**src/design/hpt_pkg.sv**
```systemverilog
// shared constants and types of the homogeneous point transform
package hpt_pkg;

  localparam int FRAC_BITS  = 16;
  localparam int NUM_W      = 32 + FRAC_BITS;
  localparam int DIV_STEP   = 4;
  localparam int DIV_STAGES = (NUM_W + DIV_STEP - 1) / DIV_STEP;
  localparam int QW         = DIV_STAGES * DIV_STEP;
  localparam int NUM_REGS   = 8;
  localparam int CFG_IDX_W  = 3;

  localparam logic [31:0] ONE = 32'd1 << FRAC_BITS;

  localparam logic [63:0] CFG_RESET [NUM_REGS] = '{
    64'd65536, 64'd0, 64'd281474976710656, 64'd0,
    64'd0, 64'd65536, 64'd0, 64'd281474976710656
  };

  typedef enum logic [1:0] {
    CMD_PRE_3D  = 2'd0,
    CMD_POST_3D = 2'd1,
    CMD_PRE_4D  = 2'd2,
    CMD_POST_4D = 2'd3
  } cmd_e;

  typedef logic signed [31:0] entry_t;
  typedef entry_t [3:0] vec_t;
  typedef vec_t [3:0] matrix_t;

  typedef struct packed {
    logic [1:0]         command;
    logic signed [31:0] in_x;
    logic signed [31:0] in_y;
    logic signed [31:0] in_z;
    logic signed [31:0] in_w;
  } in_item_t;

  typedef struct packed {
    logic signed [31:0] out_x;
    logic signed [31:0] out_y;
    logic signed [31:0] out_z;
    logic signed [31:0] out_w;
    logic               divisor_was_zero;
    logic               overflow;
  } out_item_t;

  typedef struct packed {
    logic is3d;
    logic ovf;
  } side_t;

endpackage

```
**src/design/hpt_cfg_regs.sv**
```systemverilog
// matrix register file written through the configuration port
module hpt_cfg_regs (
  input  logic                            clk_i,
  input  logic                            rst_ni,
  input  logic                            cfg_valid_i,
  input  logic [hpt_pkg::CFG_IDX_W-1:0]   cfg_index_i,
  input  logic [63:0]                     cfg_data_i,
  output hpt_pkg::matrix_t                matrix_o
);

  logic [63:0] pair_q [hpt_pkg::NUM_REGS];

  always_ff @(posedge clk_i or negedge rst_ni) begin
    if (!rst_ni) begin
      for (int i = 0; i < hpt_pkg::NUM_REGS; i++) begin
        pair_q[i] <= hpt_pkg::CFG_RESET[i];
      end
    end else if (cfg_valid_i) begin
      pair_q[cfg_index_i] <= cfg_data_i;
    end
  end

  always_comb begin
    for (int r = 0; r < 4; r++) begin
      for (int c = 0; c < 4; c++) begin
        matrix_o[r][c] = pair_q[r*2 + c/2][(c%2)*32 +: 32];
      end
    end
  end

endmodule

```
**config.mk**
```make
export PLATFORM = sky130hd
export DESIGN_NAME = hpt_cfg_regs
export DESIGN_NICKNAME = d
export VERILOG_FILES = /design/src/design/hpt_pkg.sv /design/src/design/hpt_cfg_regs.sv
export SDC_FILE = /design/constraint.sdc
export NUM_CORES = 1
export LEC_CHECK = 0
export BUFFER_PORTS_ARGS = -buffer_cell sky130_fd_sc_hd__clkbuf_2
export CORE_AREA = 8 8 222 224
export CTS_CLUSTER_DIAMETER = 100
export CTS_CLUSTER_SIZE = 16
export DETAILED_ROUTE_END_ITERATION = 10
export DIE_AREA = 0 0 230 232
export PLACE_DENSITY = 0.67
export SETUP_SLACK_MARGIN = 0.15
export SLEW_MARGIN = 15
export SYNTH_ARGS = -nofsm -noshare
export SYNTH_HDL_FRONTEND = slang
export SYNTH_SLANG_ARGS = --single-unit
```
**constraint.sdc**
```tcl
create_clock -name clk_i -period 2.25 [get_ports clk_i]
set_input_delay 0.1125 -clock clk_i [delete_from_list [all_inputs] [get_ports clk_i]]
set_output_delay 0.1125 -clock clk_i [all_outputs]
set_load 0.02 [all_outputs]
```
== After elaboration in Yosys (flattened, before gate mapping) ==
Index checks and enable logic that the tools add are counted.
Cells by class
  mux-type cells: 3
  shift operators: 0
  reductions and logical operators: 1
  add/sub/neg operators: 0
  eq/ne operators: 0
  $mul: 0
  div/mod/pow operators: 0
  $lt $le $gt $ge: 2
  bitwise gates (word level): 1
Operators by type and width (number)
  512-bit bitwise mux: 1
  64-bit demux with 3-bit select: 1
  64-bit two-way mux: 1
  4-bit >= comparator (second input constant): 1
  4-bit by 1-bit less-than comparator with 1-bit output (second input constant): 1
  3-bit NOT with 4-bit output: 1
  1-bit logical AND: 1
Word-level totals
  RAM bits: 0
  bits in latches: 0
  register bits: 512
  memories kept: 0
  bits of input ports: 70
  memory bits (read-only): 0

== Longest topological paths before layout ==
Gate-level depths: netlist of run 1.
  depth in word-level cells: 6
  depth in mapped cells: 4

== Worst setup path after synthesis of run 1 ==
No wires, ideal clock.
  path kind: input to register
  start point: input port cfg_index_i[0] in the netlist's numbering
  end point: register pair_q, in the netlist matrix_o[10]
  library setup time: 125 ps
  arrival time: 1039 ps
  path slack: 1086 ps
  data required time: 2125 ps
  stages on the path: 4
  cells stage by stage: nor4b_2 -> buf_4 -> buf_4 -> mux2_2
On the way
  word-level cells in the longest chain between the ends: 6
  elaborated cells on any way between the ends: 7
Ends and longest elaborated chain
  start: declaration: line hpt_cfg_regs.sv:6  | input logic [hpt_pkg::CFG_IDX_W-1:0] cfg_index_i,
  3-bit NOT with 4-bit output (implied by the code) *: line hpt_cfg_regs.sv:19  | pair_q[cfg_index_i] <= cfg_data_i;
  4-bit >= comparator (implied by the code) / 4-bit by 1-bit less-than comparator with 1-bit output (equally long branches): line hpt_cfg_regs.sv:19
  1-bit logical AND (implied by the code): line hpt_cfg_regs.sv:19
  64-bit two-way mux (implied by the code): line hpt_cfg_regs.sv:19
  64-bit demux with 3-bit select *: line hpt_cfg_regs.sv:19
  512-bit bitwise mux *: line hpt_cfg_regs.sv:19
  end signal: indexed assignment: line hpt_cfg_regs.sv:16  | pair_q[i] <= hpt_pkg::CFG_RESET[i];
  end signal: indexed assignment: line hpt_cfg_regs.sv:19
  end: declaration: line hpt_cfg_regs.sv:11  | logic [63:0] pair_q [hpt_pkg::NUM_REGS];
Mark *: on every way between the ends. The rest lies on a longest branch, timed or not.
A chain may end at the register's enable or synchronous reset.

== Worst setup path in the final report of run 1 ==
  start point: register pair_q, in the netlist matrix_o[496]
  end point: output port matrix_o[496] in the netlist's numbering
RTL lines
  end: declaration: line hpt_cfg_regs.sv:8  | output hpt_pkg::matrix_t matrix_o
No word-level cell between the ends.

==> flow_summary.toml, run 1 <==
[synth]
synth_cell_types = 11
synthArstFlopShare = 1.000
netlist_area_um2 = 19190
synthesis.nets = 1157
synth_area_leader_cell = "dfrtp_1"
synth_area_per_cell_um2 = 17.65
synth_most_common_cell = "mux2_2"
ys_seq_area_frac = 0.6680
synth_edf_count = 0
ys_warn_count = 0
postSynthCellCount = 1087
synthDominantCellAreaShare = 0.6625
synth_area_leaders = "dfrtp_1 66%, mux2_2 30%, clkbuf_8 1.3%"
ys.flop_type = "dfrtp_1"
synth_common_cells = "512 x mux2_2, 508 x dfrtp_1, 25 x buf_4"
synth-seq-cells = 512

[grt]
gr-usage-all-layers = 0.2063
overflow = 0
grt_pass1_vias = 13250
antenna_found_initial = 0
grt_max_degree = 82
grt_first_pass_wirelength_um = 84850

[sta]
min_period_ns = 1.361
finalMaxSlewViolations = 0
finalSetupViolations = 0
fin_skew_ns = 0
grt_setup_unrepaired = "false"
finalHoldViolCount = 0
period_share = 0.6048
tightest_slew_ns = 0.6737
relSlewSlack = 0.5509
tns_ns = 0
holdWs_ns = 0.1039
fmax_mhz = 734.8

[clock_tree]
cts_inserted_buffers = 37
cts_tree = "done"
clk_pin_slew_ns = 0.07
htree_levels = 2
cts-root-buf = "clkbuf_16"
cts_resized = 0
cts_hold_buffers = 64
post_cts_buffers = 0
cts_num_sinks = 512
ctsLongestPathBuffers = 3
clkLatencyLatePin_ns = 0.53

[routing]
num_vias = 12000
route.met3.wl_um = 3815
met2_length_um = 27950
m1WireLength_um = 21990
ant_nets = 0
highest_layer = "met4"
wl_per_cell_um = 23.66
vias_per_cell = 5.049
firstDrtPassIters = 4
drt_iter0_drc = 531
drc_errors = 0
wl_um = 56220

[place]
routabilityCongestion = 0.7800
post-dp-hpwl_um = 39130
port_buffers = 581

[layout]
fin_nets = 1827
syn_to_final_growth_pct = 27.78
drive_gt1_frac = 0.6674
largest_reg_flops = 512
utilization = 0.5346

[worst_setup_path]
crit_cells = 1
cp_max_fo = 2
cp-start-kind = "register"
cp.required_ns = 2.14
ff2ff_setup_slack_ns = 1.42
slowest_stage = "dfstp_2"
path_class = "register to primary output"
critPathBufInv = 1
end_kind = "primary output"
reg2regPathDepth = 1
crit_path_max_incr_delay_ns = 0.55
cp_data_arrival_time_ns = 1.25
crit_family = "flip-flops"
crit_path_cell_trace = "clkbuf_2"

[floorplan]
rows = 79
io_pins = 582
start_util = 0.4184
die_y_um = 232
core_um2 = 45860
die_x_um = 230
dieArea_um2 = 53360

[pwr]
p_per_area_nw_per_um2 = 1072
ir_drop_uv = 855.2
total_power_uw = 26270
leakage_uw = 0.01176

[run_status]
status = "finished, final reports clean"

[flow_run]
drv_cap = 0

[min_path]
hold_class = "input port to asynchronous set/reset pin"
[cells in the final DEF, fill, tap and decap left out, drive strengths merged]
| cell | synthesis | layout |
|---|---|---|
| buf | 37 | 42 |
| dlygate4sd3 | 0 | 64 |
| nand4 | 1 | 1 |
| nand4b | 3 | 3 |
| dfstp | 4 | 4 |
| clkbuf | 18 | 630 |
| diode | 0 | 1 |
| mux2 | 512 | 512 |
| nor4b | 1 | 1 |
| dfrtp | 508 | 508 |
| and4bb | 3 | 3 |
[metrics by stage]
stage          setup WS [ns]  area (µm²)  std cells
6_report              0.8891       24520       2376
5_1_grt               0.8219       24520       2375
4_1_cts               0.8402       24520       2375
3_5_place_dp          0.5946       22900       2261
3_3_place_gp          0.6354       22900       2261
2_1_floorplan          1.086       19190       1087
[cell families (layout without fill, tap and decap cells)]
family	after synthesis	after routing	synth area share
multiplexers	512	512	0.3005
other	0	1	0
buffers and inverters	55	736	0.02680
AND/OR/NAND/NOR	8	8	0.004760
flip-flops	512	512	0.6680
[power by group]
part	total (µW)	internal, µW	switching (µW)
Sequential	12400	11200	1150
Combinational	7860	3010	4850
Clock	6020	3010	3010
[per-layer routing]
layer | vias up | global-route usage
met4 | 0 | 0.09265
met3 | 106 | 0.05839
met2 | 378 | 0.3466
met1 | 6335 | 0.2453
li1 | 5178 | -
met5 | - | 0
[final cells by class]
| type | instances | area [µm²] |
|---|---|---|
| Clock buffer | 50 | 974.7 |
| Sequential cell | 512 | 12820 |
| Multi-Input combinational cell | 520 | 5886 |
| Timing Repair Buffer | 686 | 4079 |
| Tap cell | 607 | 759.5 |
| Antenna cell | 1 | 2.502 |
| Fill cell | 3833 | 21350 |
[final timing paths]
path | to | start
worst max-delay path | matrix_o[496] | matrix_o[496]$_DFFE_PN1P_
worst min-delay path | matrix_o[195]$_DFFE_PN0P_ | rst_ni
worst max register to register | matrix_o[465]$_DFFE_PN0P_ | matrix_o[465]$_DFFE_PN0P_
worst min register to register | matrix_o[235]$_DFFE_PN0P_ | matrix_o[235]$_DFFE_PN0P_
max in group asynchronous | matrix_o[215]$_DFFE_PN0P_ | rst_ni
min in group clk_i | matrix_o[2]$_DFFE_PN0P_ | cfg_data_i[2]
Power figures use the tool's default switching activity.
==> inputs of run 2 (changes only) <==
PLACE_DENSITY = 0.7   (was 0.67)
clock period = 1.15 ns   (was 2.25 ns; I/O delays follow)
==> flow_summary.toml, run 2 (synthesized netlist as in run 1, its figures left out) <==
[run_status]
status = "finished, violations left"
violations = "negative setup slack"

[layout]
fill_cells = 2961
n_antenna_cell = 0
mostFrequentLayoutCells = "512 x mux2_2, 508 x dfrtp_1, 273 x buf_6, 144 x buf_4, 138 x buf_8"
drive_gt1_frac = 0.6907
layout_commonest_cell = "mux2_2"
syn_to_final_growth_pct = 54.71
fin_nets = 1957
final_area_um2 = 29690
largest_reg_flops = 512

[sta]
finalHoldViolCount = 0
grt_setup_unrepaired = "true"
fin_skew_ns = 0
fmax_mhz = 772.6
finalSetupViolations = 382
min_period_ns = 1.294
relSlewSlack = 0.6271
holdWs_ns = 0.08382
period_share = 1.126
finalMaxSlewViolations = 0
tightest_slew_ns = 0.5593
tns_ns = -5.935
timing.final.ws_setup_ns = -0.1444

[grt]
overflow = 0
grt_max_degree = 85
antenna_found_initial = 0
grt_pass1_vias = 13950
gr-usage-all-layers = 0.2134
grt_first_pass_wirelength_um = 88140

[routing]
m1WireLength_um = 23080
ant_nets = 0
met2_length_um = 33230
drc_errors = 0
vias_per_cell = 5.143
num_vias = 12910
wl_um = 64140
firstDrtPassIters = 5
drt_iter0_drc = 688
highest_layer = "met4"
wl_per_cell_um = 25.54
route.met3.wl_um = 4769

[place]
pre_cts_slack_ns = -0.3321
place_area_um2 = 23120
routabilityCongestion = 0.8006
port_buffers = 581
post-dp-hpwl_um = 40970

[floorplan]
start_util = 0.4184
io_pins = 582
die_x_um = 230
dieArea_um2 = 53360
die_y_um = 232
core_um2 = 45860
rows = 79

[worst_setup_path]
crit_start = "matrix_o[176]$_DFFE_PN1P_"
path_class = "register to primary output"
slowest_stage = "dfstp_2"
crit_cells = 1
ff2ff_setup_slack_ns = 0.08
reg2regPathDepth = 3
critPathBufInv = 1
r2r_start = "matrix_o[158]$_DFFE_PN0P_"
cp-endpoint = "matrix_o[176]"
end_kind = "primary output"
cp.required_ns = 1.09
crit_path_max_incr_delay_ns = 0.56
cp_data_arrival_time_ns = 1.24
r2r_end = "matrix_o[158]$_DFFE_PN0P_"
crit_family = "flip-flops"
crit_path_cell_trace = "buf_8"
cp_max_fo = 2
cp-start-kind = "register"

[clock_tree]
clk_pin_slew_ns = 0.07
cts_tree = "done"
cts_inserted_buffers = 38
htree_levels = 2
cts-root-buf = "clkbuf_16"
cts_num_sinks = 512
ctsLongestPathBuffers = 3
clkLatencyLatePin_ns = 0.55

[pwr]
combPwrFrac = 0.375
p_seq_frac = 0.416
leakage_uw = 0.01372
p_per_area_nw_per_um2 = 2056
power_switching_uw = 19850
swShare = 0.3252
p_clk_frac = 0.209
p_int_uw = 41200
ir_drop_uv = 1680
total_power_uw = 61050

[min_path]
min-delay-start = "cfg_data_i[1]"
hold_class = "input port to register"

[flow_run]
drv_cap = 0
-- run 2: changes by cell type in the layout (fill, tap and decap cells not counted) --
cell            delta
clkbuf_2         -512
buf_6            +273
buf_8            +137
buf_4            +120
clkbuf_8         +102
buf_12             +8
clkbuf_16          +4
clkinvlp_4         +2
clkinv_4           +1
diode_2            -1
dlymetal6s4s_1     +1
-- run 2: stage by stage --
stage | util | std cells
after detailed placement | 0.5041 | 2277
after CTS | 0.5971 | 2455
after global placement | 0.5041 | 2277
after global routing | 0.6473 | 2511
final | 0.6473 | 2511
after floorplan | - | 1087
-- run 2: what timing repair did --
item / CTS / global route
setup endpoints to repair: 512 / 516
buffers inserted: 56 / 56
resized for setup: 478 / 960
endpoints found under the hold margin: 1012 / 0
hold buffers: 65 / 0
-- run 2: layout make-up --
type | instances | area [µm²] | share of cell area
timing repair buffer | 815 | 9125 | 0.3074
multi-input combinational | 520 | 5886 | 0.1983
tap | 607 | 759.5 | 0.02558
clock inverter | 3 | 23.77 | 0.0008008
sequential | 512 | 12820 | 0.4318
clock buffer | 54 | 1075 | 0.03620
-- run 2: worst min path at each step --
stage	endpoint	slack, ns	depth (start not counted)
after detailed placement	matrix_o[511]$_DFFE_PN0P_	-0.09	1
after global placement	matrix_o[511]$_DFFE_PN0P_	-0.09	1
after global routing	matrix_o[193]$_DFFE_PN0P_	0.04	2
after floorplan	matrix_o[0]$_DFFE_PN0P_	-0.24	0
after CTS	matrix_o[321]$_DFFE_PN0P_	0.03	2
final	matrix_o[193]$_DFFE_PN0P_	0.08	2
-- run 2: power by group through the flow --
stage	Combinational (µW)	Sequential (µW)	Clock, µW
2_1_floorplan	3740	29200	0
6_report	22900	25400	12800
5_1_grt	23800	25800	13700
4_1_cts	19100	24500	13100
3_3_place_gp	15300	24300	0
3_5_place_dp	15500	24500	0
-- run 2: metal layers --
layer	up-vias	GRT usage
li1	5438	-
met4	0	0.09246
met5	-	0
met3	162	0.06303
met2	533	0.3664
met1	6780	0.2468
